[config.mk]
export PLATFORM = sky130hd
export DESIGN_NAME = sump_pump_level_controller_top
export DESIGN_NICKNAME = d
export VERILOG_FILES = /design/src/splc_pkg.sv /design/src/sump_pump_level_controller_top.sv
export VERILOG_INCLUDE_DIRS = /design/src /design/src/src
export SDC_FILE = /design/constraint.sdc
export NUM_CORES = 1
export LEC_CHECK = 0
export ABC_AREA = 1
export BUFFER_PORTS_ARGS = -buffer_cell sky130_fd_sc_hd__clkbuf_2
export CAP_MARGIN = 20
export CELL_PAD_IN_SITES_DETAIL_PLACEMENT = 1
export CELL_PAD_IN_SITES_GLOBAL_PLACEMENT = 1
export CORE_ASPECT_RATIO = 1.1
export CORE_MARGIN = 5
export CORE_UTILIZATION = 45
export CTS_CLUSTER_SIZE = 28
export DETAILED_ROUTE_END_ITERATION = 10
export PLACE_DENSITY_LB_ADDON = 0.1
export SKIP_CTS_REPAIR_TIMING = 1
export SKIP_LAST_GASP = 1
export SYNTH_ARGS = -nofsm -noshare
export SYNTH_HDL_FRONTEND = slang
export SYNTH_SLANG_ARGS = --single-unit
[constraint.sdc]
create_clock -name clk -period 15.65 [get_ports clk]
set_input_delay 0.7825 -clock clk [delete_from_list [all_inputs] [get_ports clk]]
set_output_delay 0.7825 -clock clk [all_outputs]
set_load 0.1 [all_outputs]
[src/sump_pump_level_controller_top_assert.svh]
// ---------------------------------------------------------------------------
// sump pump level controller assertion macros
// concurrent checks, disabled during reset
// ---------------------------------------------------------------------------
`ifndef SUMP_PUMP_LEVEL_CONTROLLER_TOP_ASSERT_SVH
`define SUMP_PUMP_LEVEL_CONTROLLER_TOP_ASSERT_SVH

// condition must hold in the same cycle as the trigger
`define SPLC_ASSERT_NOW(label, clk, rst, trig, cond) \
  label: assert property (@(posedge clk) disable iff (rst) (trig) |-> (cond)) \
    else $error("splc same-cycle check failed");

// condition must hold in the cycle after the trigger
`define SPLC_ASSERT_NEXT(label, clk, rst, trig, cond) \
  label: assert property (@(posedge clk) disable iff (rst) (trig) |=> (cond)) \
    else $error("splc next-cycle check failed");

`endif

[src/splc_pkg.sv]
// ---------------------------------------------------------------------------
// splc_pkg
// shared widths, codes and reset values of the sump pump level controller
// ---------------------------------------------------------------------------
`timescale 1ns / 1ps
`default_nettype none

package splc_pkg;

  // default parameter values
  localparam int TIMER_WIDTH_DEF    = 20;
  localparam int DEBOUNCE_WIDTH_DEF = 16;
  localparam int HOURS_IN_DAY_DEF   = 24;

  // fixed field and register widths
  localparam int CFG_DATA_WIDTH  = 20;
  localparam int CFG_INDEX_WIDTH = 3;
  localparam int LIMIT_WIDTH     = 16;
  localparam int TICKS_WIDTH     = 20;
  localparam int HOURS_WIDTH     = 5;
  localparam int MODE_WIDTH      = 2;
  localparam int STATUS_WIDTH    = 3;
  localparam int PHASE_WIDTH     = 2;
  localparam int IN_DATA_WIDTH   = 8;
  localparam int OUT_DATA_WIDTH  = 8;

  // register indexes
  localparam logic [CFG_INDEX_WIDTH-1:0] CFG_SENSOR_INVERT       = 3'd0;
  localparam logic [CFG_INDEX_WIDTH-1:0] CFG_SWITCH_STABLE_TICKS = 3'd1;
  localparam logic [CFG_INDEX_WIDTH-1:0] CFG_LEVEL_RISE_TICKS    = 3'd2;
  localparam logic [CFG_INDEX_WIDTH-1:0] CFG_LEVEL_FALL_TICKS    = 3'd3;
  localparam logic [CFG_INDEX_WIDTH-1:0] CFG_PUMP_DELAY_TICKS    = 3'd4;
  localparam logic [CFG_INDEX_WIDTH-1:0] CFG_DRAIN_RUN_TICKS     = 3'd5;
  localparam logic [CFG_INDEX_WIDTH-1:0] CFG_FIRST_DRAIN_TICKS   = 3'd6;
  localparam logic [CFG_INDEX_WIDTH-1:0] CFG_HOUR_TICKS          = 3'd7;

  // register reset values
  localparam logic [LIMIT_WIDTH-1:0] SWITCH_STABLE_RESET = 16'd50;
  localparam logic [LIMIT_WIDTH-1:0] LEVEL_RISE_RESET    = 16'd500;
  localparam logic [LIMIT_WIDTH-1:0] LEVEL_FALL_RESET    = 16'd100;
  localparam logic [TICKS_WIDTH-1:0] PUMP_DELAY_RESET    = 20'd30000;
  localparam logic [TICKS_WIDTH-1:0] DRAIN_RUN_RESET     = 20'd1000;
  localparam logic [TICKS_WIDTH-1:0] FIRST_DRAIN_RESET   = 20'd6000;
  localparam logic [TICKS_WIDTH-1:0] HOUR_TICKS_RESET    = 20'd360000;

  // tick modes
  localparam logic [MODE_WIDTH-1:0] MODE_PLAIN     = 2'd0;
  localparam logic [MODE_WIDTH-1:0] MODE_FORCE_ON  = 2'd1;
  localparam logic [MODE_WIDTH-1:0] MODE_FORCE_OFF = 2'd2;

  // status codes
  localparam logic [STATUS_WIDTH-1:0] ST_STOPPED     = 3'd0;
  localparam logic [STATUS_WIDTH-1:0] ST_DELAYED     = 3'd1;
  localparam logic [STATUS_WIDTH-1:0] ST_PUMP_TIMED  = 3'd2;
  localparam logic [STATUS_WIDTH-1:0] ST_PUMP_TOP    = 3'd3;
  localparam logic [STATUS_WIDTH-1:0] ST_SENSOR_FAIL = 3'd4;

  // drain phases
  localparam logic [PHASE_WIDTH-1:0] PHASE_NONE   = 2'd0;
  localparam logic [PHASE_WIDTH-1:0] PHASE_HOURLY = 2'd1;
  localparam logic [PHASE_WIDTH-1:0] PHASE_DAILY  = 2'd2;

  // pump actions chosen after the level update
  typedef enum logic [1:0] {
    ACT_NONE,
    ACT_STOP,
    ACT_DELAY,
    ACT_START
  } action_t;

endpackage

`default_nettype wire

[src/sump_pump_level_controller_top.sv]
// ---------------------------------------------------------------------------
// sump_pump_level_controller_top
// debounced float switch voting, pump control and periodic drain runs
// ---------------------------------------------------------------------------
// usage:
//   s_* channel: one 10 ms tick per transaction; s_tdata carries the raw
//   bottom and top float switches, s_tuser the tick mode (plain, force pump
//   on, force pump off).
//   m_* channel: one result per tick with pump drive, status, bad-sensor
//   flag, both debounced levels and the draining flag.
//   cfg_*: register writes; the user must make them only while no tick
//   is in flight, and the block itself does not enforce this.
// throughput: one tick per clock while s_tready is high; the whole update
//   of debouncers, votes, timers and pump state is one combinational pass
//   between the state and the result register.
// stalls:
//   a two-entry output stage (result register plus skid register) keeps
//   s_tready high while one result waits; s_tready drops only when both
//   hold a result.
// reset:
//   rst (synchronous, active high) restores register defaults, clears all
//   debouncers and the pump, and arms the first drain run.
// ---------------------------------------------------------------------------
`timescale 1ns / 1ps
`default_nettype none

`include "sump_pump_level_controller_top_assert.svh"

module sump_pump_level_controller_top #(
  parameter int TIMER_WIDTH    = splc_pkg::TIMER_WIDTH_DEF,
  parameter int DEBOUNCE_WIDTH = splc_pkg::DEBOUNCE_WIDTH_DEF,
  parameter int HOURS_IN_DAY   = splc_pkg::HOURS_IN_DAY_DEF
) (
  input  wire logic                                  clk,
  input  wire logic                                  rst,
  // input ticks
  input  wire logic                                  s_tvalid,
  output logic                                       s_tready,
  // s_tdata: bottom_switches[2:0], top_switches[5:3], zero pad [7:6]
  input  wire logic [splc_pkg::IN_DATA_WIDTH-1:0]    s_tdata,
  // s_tuser: mode[1:0]
  input  wire logic [splc_pkg::MODE_WIDTH-1:0]       s_tuser,
  // results
  output logic                                       m_tvalid,
  input  wire logic                                  m_tready,
  // m_tdata: pump_drive[0], status[3:1], bad_sensor_flag[4], bottom_high[5],
  //          top_high[6], draining[7]
  output logic [splc_pkg::OUT_DATA_WIDTH-1:0]        m_tdata,
  // configuration writes
  input  wire logic                                  cfg_we,
  input  wire logic [splc_pkg::CFG_INDEX_WIDTH-1:0]  cfg_index,
  input  wire logic [splc_pkg::CFG_DATA_WIDTH-1:0]   cfg_data
);

  import splc_pkg::*;

  localparam int TW = TIMER_WIDTH;
  localparam int DW = DEBOUNCE_WIDTH;
  localparam int CW = (DW > LIMIT_WIDTH) ? DW : LIMIT_WIDTH;
  localparam logic [DW-1:0] DMASK = {DW{1'b1}};
  localparam logic [HOURS_WIDTH-1:0] DAY_EXTRA_HOURS = HOURS_WIDTH'(HOURS_IN_DAY - 1);

  // configuration registers
  logic                   sensor_invert;
  logic [LIMIT_WIDTH-1:0] switch_stable_ticks;
  logic [LIMIT_WIDTH-1:0] level_rise_ticks;
  logic [LIMIT_WIDTH-1:0] level_fall_ticks;
  logic [TICKS_WIDTH-1:0] pump_delay_ticks;
  logic [TICKS_WIDTH-1:0] drain_run_ticks;
  logic [TICKS_WIDTH-1:0] first_drain_ticks;
  logic [TICKS_WIDTH-1:0] hour_ticks;

  // controller state
  logic [5:0]             switch_stable;
  logic [DW-1:0]          switch_count [6];
  logic [1:0]             level_stable;
  logic [DW-1:0]          level_count [2];
  logic [1:0]             level_seen;
  logic                   pump_running;
  logic                   pump_timer_active;
  logic [TW-1:0]          pump_timer;
  logic                   drain_wait_active;
  logic [TW-1:0]          drain_wait;
  logic [HOURS_WIDTH-1:0] drain_hours_left;
  logic [PHASE_WIDTH-1:0] drain_phase;
  logic [STATUS_WIDTH-1:0] status_reg;
  logic                   bad_sensor_reg;
  logic                   first_pass;

  logic [5:0]             switch_stable_next;
  logic [DW-1:0]          switch_count_next [6];
  logic [1:0]             level_stable_next;
  logic [DW-1:0]          level_count_next [2];
  logic                   pump_running_next;
  logic                   pump_timer_active_next;
  logic [TW-1:0]          pump_timer_next;
  logic                   drain_wait_active_next;
  logic [TW-1:0]          drain_wait_next;
  logic [HOURS_WIDTH-1:0] drain_hours_left_next;
  logic [PHASE_WIDTH-1:0] drain_phase_next;
  logic [STATUS_WIDTH-1:0] status_next;
  logic                   bad_sensor_next;

  // output stage
  logic                      skid_valid;
  logic [OUT_DATA_WIDTH-1:0] skid_data;
  logic [OUT_DATA_WIDTH-1:0] result;
  logic                      accept;

  // working signals of the single pass
  logic [5:0]             raw;
  logic [1:0]             vote;
  logic [1:0]             changed;
  logic [DW:0]            deb;
  logic                   drain_fire;
  logic                   pump_fire;
  action_t                action;

  assign accept   = s_tvalid && s_tready;
  assign s_tready = !skid_valid;

  // returns {stable, count}
  function automatic logic [DW:0] debounce(input logic now, input logic stable,
                                           input logic [DW-1:0] count,
                                           input logic [LIMIT_WIDTH-1:0] limit);
    logic [DW-1:0]          c1;
    logic [LIMIT_WIDTH-1:0] lim;
    logic [DW:0]            r;
    lim = (limit == '0) ? LIMIT_WIDTH'(1) : limit;
    c1  = (count != DMASK) ? count + DW'(1) : count;
    if (now == stable) begin
      r = {stable, {DW{1'b0}}};
    end else if (CW'(c1) >= CW'(lim)) begin
      r = {now, {DW{1'b0}}};
    end else begin
      r = {stable, c1};
    end
    return r;
  endfunction

  always_ff @(posedge clk) begin
    if (rst) begin
      sensor_invert       <= 1'b0;
      switch_stable_ticks <= SWITCH_STABLE_RESET;
      level_rise_ticks    <= LEVEL_RISE_RESET;
      level_fall_ticks    <= LEVEL_FALL_RESET;
      pump_delay_ticks    <= PUMP_DELAY_RESET;
      drain_run_ticks     <= DRAIN_RUN_RESET;
      first_drain_ticks   <= FIRST_DRAIN_RESET;
      hour_ticks          <= HOUR_TICKS_RESET;
    end else if (cfg_we) begin
      case (cfg_index)
        CFG_SENSOR_INVERT:       sensor_invert       <= cfg_data[0];
        CFG_SWITCH_STABLE_TICKS: switch_stable_ticks <= cfg_data[LIMIT_WIDTH-1:0];
        CFG_LEVEL_RISE_TICKS:    level_rise_ticks    <= cfg_data[LIMIT_WIDTH-1:0];
        CFG_LEVEL_FALL_TICKS:    level_fall_ticks    <= cfg_data[LIMIT_WIDTH-1:0];
        CFG_PUMP_DELAY_TICKS:    pump_delay_ticks    <= cfg_data[TICKS_WIDTH-1:0];
        CFG_DRAIN_RUN_TICKS:     drain_run_ticks     <= cfg_data[TICKS_WIDTH-1:0];
        CFG_FIRST_DRAIN_TICKS:   first_drain_ticks   <= cfg_data[TICKS_WIDTH-1:0];
        CFG_HOUR_TICKS:          hour_ticks          <= cfg_data[TICKS_WIDTH-1:0];
        default: ;
      endcase
    end
  end

  always_comb begin
    pump_running_next       = pump_running;
    pump_timer_active_next  = pump_timer_active;
    pump_timer_next         = pump_timer;
    drain_wait_active_next  = drain_wait_active;
    drain_wait_next         = drain_wait;
    drain_hours_left_next   = drain_hours_left;
    drain_phase_next        = drain_phase;
    status_next             = status_reg;
    drain_fire              = 1'b0;
    pump_fire               = 1'b0;
    action                  = ACT_NONE;
    deb                     = '0;

    // forced pump commands act before the tick
    if (s_tuser == MODE_FORCE_ON) begin
      pump_running_next = 1'b1;
    end else if (s_tuser == MODE_FORCE_OFF) begin
      pump_running_next = 1'b0;
    end

    // drain timer
    if (drain_wait_active) begin
      if (drain_wait <= TW'(1)) begin
        drain_wait_active_next = 1'b0;
        drain_wait_next        = '0;
        drain_fire             = 1'b1;
      end else begin
        drain_wait_next = drain_wait - TW'(1);
      end
    end
    if (drain_fire) begin
      if (drain_hours_left != '0) begin
        // another hour segment of a long wait
        drain_hours_left_next  = drain_hours_left - HOURS_WIDTH'(1);
        drain_wait_next        = TW'(hour_ticks);
        drain_wait_active_next = 1'b1;
      end else if (!pump_running_next) begin
        pump_running_next      = 1'b1;
        drain_wait_next        = TW'(drain_run_ticks);
        drain_hours_left_next  = '0;
        drain_wait_active_next = 1'b1;
      end else begin
        pump_running_next = 1'b0;
        status_next       = ST_STOPPED;
        if (drain_phase == PHASE_DAILY) begin
          drain_phase_next = PHASE_NONE;
        end else if (drain_phase == PHASE_HOURLY) begin
          drain_phase_next       = PHASE_DAILY;
          drain_wait_next        = TW'(hour_ticks);
          drain_hours_left_next  = DAY_EXTRA_HOURS;
          drain_wait_active_next = 1'b1;
        end
      end
    end

    // switch debounce and two-of-three vote
    raw = {s_tdata[5:3], s_tdata[2:0]} ^ {6{sensor_invert}};
    for (int i = 0; i < 6; i++) begin
      deb = debounce(raw[i], switch_stable[i], switch_count[i], switch_stable_ticks);
      switch_stable_next[i] = deb[DW];
      switch_count_next[i]  = deb[DW-1:0];
    end
    for (int g = 0; g < 2; g++) begin
      vote[g] = (switch_stable_next[3*g]   && switch_stable_next[3*g+1]) ||
                (switch_stable_next[3*g]   && switch_stable_next[3*g+2]) ||
                (switch_stable_next[3*g+1] && switch_stable_next[3*g+2]);
      deb = debounce(vote[g], level_stable[g], level_count[g],
                     vote[g] ? level_rise_ticks : level_fall_ticks);
      level_stable_next[g] = deb[DW];
      level_count_next[g]  = deb[DW-1:0];
      changed[g]           = level_stable_next[g] != level_seen[g];
    end

    bad_sensor_next = (|switch_stable_next[5:3]) && !(&switch_stable_next[2:0]);

    // pick the pump action
    if (!(first_pass || changed[0] || changed[1])) begin
      if (pump_timer_active) begin
        if (pump_timer <= TW'(1)) begin
          pump_timer_active_next = 1'b0;
          pump_timer_next        = '0;
          pump_fire              = 1'b1;
        end else begin
          pump_timer_next = pump_timer - TW'(1);
        end
      end
      if (pump_fire) begin
        if (pump_running_next) begin
          action = level_stable_next[0] ? ACT_DELAY : ACT_STOP;
        end else begin
          action = ACT_START;
        end
      end
    end else if (level_stable_next[0] && level_stable_next[1]) begin
      action = ACT_START;
    end else if (level_stable_next[0]) begin
      action = changed[0] ? ACT_DELAY : ACT_START;
    end else begin
      action = ACT_STOP;
    end

    case (action)
      ACT_STOP: begin
        pump_running_next      = 1'b0;
        pump_timer_active_next = 1'b0;
        if (!level_stable_next[0] && level_stable_next[1]) begin
          status_next = ST_SENSOR_FAIL;
        end else begin
          status_next = ST_STOPPED;
          // pump stopped normally: drain again in one hour
          if (!drain_wait_active_next) begin
            drain_phase_next       = PHASE_HOURLY;
            drain_wait_next        = TW'(hour_ticks);
            drain_hours_left_next  = '0;
            drain_wait_active_next = 1'b1;
          end
        end
      end
      ACT_DELAY: begin
        pump_running_next      = 1'b0;
        drain_wait_active_next = 1'b0;
        pump_timer_next        = TW'(pump_delay_ticks);
        pump_timer_active_next = 1'b1;
        status_next            = ST_DELAYED;
      end
      ACT_START: begin
        // cancel a pending drain run, stopping the pump it holds on
        if (drain_wait_active_next) begin
          drain_wait_active_next = 1'b0;
          pump_running_next      = 1'b0;
        end
        if (level_stable_next[0]) begin
          pump_running_next      = 1'b1;
          pump_timer_active_next = 1'b0;
          if (level_stable_next[1]) begin
            status_next = ST_PUMP_TOP;
          end else begin
            pump_timer_next        = TW'(pump_delay_ticks);
            pump_timer_active_next = 1'b1;
            status_next            = ST_PUMP_TIMED;
          end
        end
      end
      default: ;
    endcase

    result = {pump_running_next && drain_wait_active_next, level_stable_next[1],
              level_stable_next[0], bad_sensor_next, status_next, pump_running_next};
  end

  always_ff @(posedge clk) begin
    if (rst) begin
      switch_stable      <= '0;
      level_stable       <= '0;
      level_seen         <= '0;
      pump_running       <= 1'b0;
      pump_timer_active  <= 1'b0;
      pump_timer         <= '0;
      drain_wait_active  <= 1'b1;
      drain_wait         <= TW'(FIRST_DRAIN_RESET);
      drain_hours_left   <= '0;
      drain_phase        <= PHASE_NONE;
      status_reg         <= ST_STOPPED;
      bad_sensor_reg     <= 1'b0;
      first_pass         <= 1'b1;
      for (int i = 0; i < 6; i++) begin
        switch_count[i] <= '0;
      end
      for (int g = 0; g < 2; g++) begin
        level_count[g] <= '0;
      end
    end else if (accept) begin
      switch_stable      <= switch_stable_next;
      level_stable       <= level_stable_next;
      level_seen         <= level_stable_next;
      pump_running       <= pump_running_next;
      pump_timer_active  <= pump_timer_active_next;
      pump_timer         <= pump_timer_next;
      drain_wait_active  <= drain_wait_active_next;
      drain_wait         <= drain_wait_next;
      drain_hours_left   <= drain_hours_left_next;
      drain_phase        <= drain_phase_next;
      status_reg         <= status_next;
      bad_sensor_reg     <= bad_sensor_next;
      first_pass         <= 1'b0;
      for (int i = 0; i < 6; i++) begin
        switch_count[i] <= switch_count_next[i];
      end
      for (int g = 0; g < 2; g++) begin
        level_count[g] <= level_count_next[g];
      end
    end
  end

  // result register with a skid entry behind it
  always_ff @(posedge clk) begin
    if (rst) begin
      m_tvalid   <= 1'b0;
      skid_valid <= 1'b0;
    end else if (accept) begin
      if (!m_tvalid || m_tready) begin
        m_tvalid <= 1'b1;
      end else begin
        skid_valid <= 1'b1;
      end
    end else if (m_tready) begin
      m_tvalid   <= skid_valid;
      skid_valid <= 1'b0;
    end
  end

  always_ff @(posedge clk) begin
    if (accept) begin
      if (!m_tvalid || m_tready) begin
        m_tdata <= result;
      end else begin
        skid_data <= result;
      end
    end else if (m_tready && skid_valid) begin
      m_tdata <= skid_data;
    end
  end

  `SPLC_ASSERT_NOW(a_skid_behind_result, clk, rst, skid_valid, m_tvalid)
  `SPLC_ASSERT_NEXT(a_stall_fills_skid, clk, rst, accept && m_tvalid && !m_tready, skid_valid)
  `SPLC_ASSERT_NEXT(a_accept_gives_result, clk, rst, accept, m_tvalid)
  `SPLC_ASSERT_NEXT(a_first_pass_done, clk, rst, accept, !first_pass)

endmodule

`default_nettype wire
Word-level counts from Yosys, hierarchy flattened --
Memory sizes are Yosys's and may differ from the RTL's. Cells that the tools add are included.
Cells by class: add/sub/neg operators 11, order comparisons 10, equal/unequal tests 33, multiplexer cells 125, bitwise operators 10, reductions and logical operators 45
Operators by type and width (number):
- $mux 16 | 21
- $mux 20 | 15
- $mux 17 | 16
- $add 16x1->16 const B | 8
- $ge 16x16->1 | 8
- $ne 16x16->1 const B | 8
- $logic_not 16->1 | 3
- $le 20x1->1 const B | 2
- $mux 5 | 8
- $pmux 20 s2 | 1
- $sub 20x1->20 const B | 2
- $mux 1 | 38
- $mux 2 | 14
- $mux 8 | 3
- $reduce_and 2->1 | 11
- $mux 3 | 5
- $logic_and 1x1->1 | 12
- $eq 3x3->1 const B | 3
- $pmux 3 s3 | 1
- $eq 1x1->1 | 8
- $eq 2x2->1 const B | 4
- $or 1x1->1 | 8
- $logic_or 1x1->1 | 7
- $eq 2x1->1 const B | 3
- other kinds (17) | 25
Storage, ports and cells: register bits after elaboration 189, bits in writable memories 128, logic and storage cells 258, memories kept 2
Memory list:
- switch_count | words 6, bits a word 16, read ports 6, clocked after Yosys merged registers in 0, write ports 6, RTL line sump_pump_level_controller_top.sv:75 | logic [DW-1:0] switch_count [6];
- level_count | words 2, bits a word 16, read ports 2, clocked after Yosys merged registers in 0, write ports 2, RTL line sump_pump_level_controller_top.sv:77 | logic [DW-1:0] level_count [2];

Longest topological paths before layout --
An unclocked memory read counts as a cell.
depth in word-level cells 27, mapped depth 55

Least setup slack after synthesis --
Ideal clock, no wire load.
path kind flip-flop to flip-flop, start mem switch_count[0][0] in the netlist's numbering, end reg m_tdata[1] in the netlist's numbering (data pin), arrival time 6.087 ns, required time 15.398 ns, slack 9.311 ns, stages on the path, launching flop included 50, clock period less this slack 6.339 ns, path through edfxtp_1 ha_1 nand3_1 nor3_2 inv_1 nor2_1 inv_1 nor2_1 nor2_1 nand2_1 nor2_1 xor2_1 inv_1 ha_1 a21oi_1 nor3_1 a211oi_1 nand2_1 [... 14 more ...] o211ai_1 a221oi_1 nand2_1 inv_1 nand2_1 nand2_4 inv_4 ha_1 inv_1 nor2_1 nand2_2 nor2_4 inv_2 nand2_2 o21ai_1 and2_1 nand2_1 nand2_1
RTL lines:
- from (decl) | RTL line sump_pump_level_controller_top.sv:75
- to (signal assigned) | RTL line sump_pump_level_controller_top.sv:381 | m_tdata <= result;
- to (signal assigned) | RTL line sump_pump_level_controller_top.sv:386 | m_tdata <= skid_data;
- to (decl) | RTL line sump_pump_level_controller_top.sv:48 | output logic [splc_pkg::OUT_DATA_WIDTH-1:0] m_tdata,

==> impl_metrics.csv <==
group,metric,value,unit
layout,fin_nets,3129,
clock_network,clkSinkCount,317,
die,fp.dieH,237,um
critical_path,critPathKind,"reg2reg",
timing,tightest_slew,1.06,ns
critical_path,arrival,10.46,ns
die,ios,48,
timing,finalHoldViolCount,0,
synth,synth.largest_area_cell,"edfxtp_1",
critical_path,path_delay_family,"simple AND/OR/NAND/NOR gates",
route,drcViolationCount,0,
synth,yosysMostFrequentCell,"nand2_1",
placed_design,place_hpwl,48100,um
min_path,min_path_type,"reg2reg",
timing,slew_violations,0,
critical_path,crit_buf_inv,9,
layout,final_cells,3579,
synth,synth_edf_count,144,
clock_network,path_clk_slew,0.06,ns
route,viasPerCell,5.53,
synth,synth.area.top_cells,"edfxtp_1 (20%), dfxtp_1 (16%), nand2_1 (11%)",
synth,synthSimpleGateAreaFrac,27.2,%
route,drt-pass1-iter-count,5,
clock_network,cts.path.max_buffers,3,
layout,max_flop_register,"switch_count",
global_routing,grt_overflow,0,
critical_path,crit_path_max_fanout,29,
timing,max-slew-margin-rel,28.4,%
global_routing,grt_max_degree,89,
synth,ys_ff_latch,317,
critical_path,crit_path_top_delay_cell,"nand2_1",
global_routing,grt_pass1_wl,108000,um
pwr,vdd_drop_max,103,uV
die,initial_utilization,45.4,%
pwr,total_power,3.05,mW
die,die_w,217,um
clock_network,cts_buffers,39,
route,vias,19783,
critical_path,max_stage_delay,0.71,ns
layout,largest_reg_flops,96,
synth,synth_compound_area_share,13.4,%
timing,setup_ws,5.70,ns
die,core,46600,um^2
clock_network,clock_latency,0.57,ns
die,row_count,83,
placed_design,place_area,21800,um^2
global_routing,grt_use_total,25.8,%
synth,syn_area,21200,um^2
layout,area_delta_synth_final,9.20,%
pwr,p_leak,10.5,nW
critical_path,endpoint_kind,"register",
synth,ys_types,62,
synth,netlist.area_leader.share,20.4,%
placed_design,placed_cells,3509,
placed_design,place_ws,5.85,ns
route,ant_nets,0,
pwr,pwr_density_cell,132,nW/um^2
flow_run,drv_cap,0,
synth,synthMuxAreaShare,0.237,%
synth,yosysSeqAreaShare,36.8,%
timing,fin_worst_skew,0.0139,ns
critical_path,cp.required,16.16,ns
synth,ys_warn_count,0,
route,wl,67600,um
synth,synth_cells,2944,
placed_design,io_buffers,45,
synth,postSynthAreaPerCell,7.19,um^2
synth,synthAdderAreaFrac,8.04,%
placed_design,routabilityCongestion,0.858,
clock_network,h-tree-depth,2,
route,routedWlPerCell,18.9,um
synth,synthArstFlopShare,0,%
clock_network,cts-root-buf,"clkbuf_16",
critical_path,start_kind,"register",
die,die_area,51500,um^2
synth,synth_nets,3118,
layout,final_area,23100,um^2
layout,top_regs,"switch_count x96, level_count x32",
synth,synth_top_flop_cell,"dfxtp_1",
layout,layout-drive-gt1-share,6.54,%
timing,rsz0062_at_grt,"no",
timing,timing.fmax,0.100,GHz
critical_path,worst_path_most_repeated_cell,"nand2_1",
outcome,outcome,"completed",
global_routing,grt_pass1_vias,20609,
global_routing,antenna_found_initial,1,
synth,synth-xor-area-share,4.10,%
route,drt_iter0_markers,1124,
timing,finalCritPeriodShare,63.6,%
clock_network,cts_tree,"done",
synth,synthTopCellsByCount,"nand2_1 (637), inv_1 (446), nor2_1 (282), o21ai_0 (214), nand3_1 (190)",
timing,fin_setup_tns,0,ns
timing,final-setup-viol-count,0,
synth,synth_top_family_by_area,"simple AND/OR/NAND/NOR gates",
timing,final.min_clock_period,9.95,ns
==> cells by family (layout without fill, tap and decap cells) <==
kind of cell / Yosys count / in the layout
and+or+nand+nor: 1329 / 1329
buffers and inverters: 554 / 593
AOI/OAI and AO/OA: 504 / 504
DFF: 317 / 317
adders and majority gates: 136 / 136
xor gates and xnor gates: 99 / 99
muxes: 5 / 5
other: 0 / 1
==> report_power, final <==
| group | internal [mW] | total (mW) | switching [mW] |
|---|---|---|---|
| Sequential | 0.952 | 1.03 | 0.0789 |
| Combinational | 0.327 | 1.11 | 0.781 |
| Clock | 0.535 | 0.908 | 0.373 |
| Total | 1.81 | 3.05 | 1.23 |
==> layout by cell type, fill, tap and decap left out, types with 5 or more instances in the layout <==
cell,netlist,layout
nand2_2,13,13
edfxtp_1,144,144
xnor2_1,34,34
buf_4,5,14
nand3_2,6,6
clkbuf_16,0,42
or2_2,8,8
nor2_1,282,279
a21oi_1,155,155
inv_1,446,444
inv_2,14,15
nor3_1,87,87
nor2_2,6,8
a211oi_1,14,14
o211ai_1,28,28
nor4_1,25,25
nand4_1,48,48
ha_1,136,136
a31oi_1,18,18
a221o_1,5,5
a21oi_2,11,11
xor2_1,65,65
o22ai_1,10,10
mux2i_1,5,5
clkbuf_2,1,45
clkbuf_1,61,13
o21ai_1,17,17
nand2_1,637,637
o21ai_0,214,214
clkbuf_8,0,6
nand3_1,190,190
dfxtp_1,173,173
o21a_1,12,12
==> routing by layer <==
layer / track usage, % / up-vias / part of all wire [%]
met5: 0 / - / 0
met4: 9.00 / 0 / 3.5
met3: 3.10 / 116 / 4.1
met2: 46.5 / 370 / 49
met1: 31.9 / 9547 / 43
li1: - / 9750 / -
==> per-stage QoR <==
step	util, %	hold slack (ns)
after floorplan	-	0.420
after global placement	46.8	0.437
after detailed placement	46.8	0.443
after CTS	49.5	0.454
after global routing	49.5	0.468
final	49.5	0.452
==> tightest hold or removal path: stages, from the launching register on <==
cell,delay [ns]
dfxtp_1,0.31
inv_1,0.05
a21oi_1,0.05
==> path summary, 6_finish.rpt <==
check | startpoint | to | slack, ns | cells after the start
worst max-delay path | switch_count[0][0] | pump_timer[9] | 5.70 | 48
worst min-delay path | drain_run_ticks[19] | drain_run_ticks[19] | 0.45 | 2
worst max register to register | switch_count[0][0] | pump_timer[9] | 5.70 | 48
worst min register to register | drain_run_ticks[19] | drain_run_ticks[19] | 0.45 | 2
==> area by class of cell <==
class / count / area, um^2
antenna: 1 / 2.50
clock buffer: 61 / 1180
clock inverter: 8 / 72.6
fill: 5969 / 23500
inverter: 464 / 1750
multi-input combinational: 2073 / 11200
sequential: 317 / 7790
tap: 595 / 744
timing repair buffer: 60 / 335
Power figures use the tool's default switching activity.
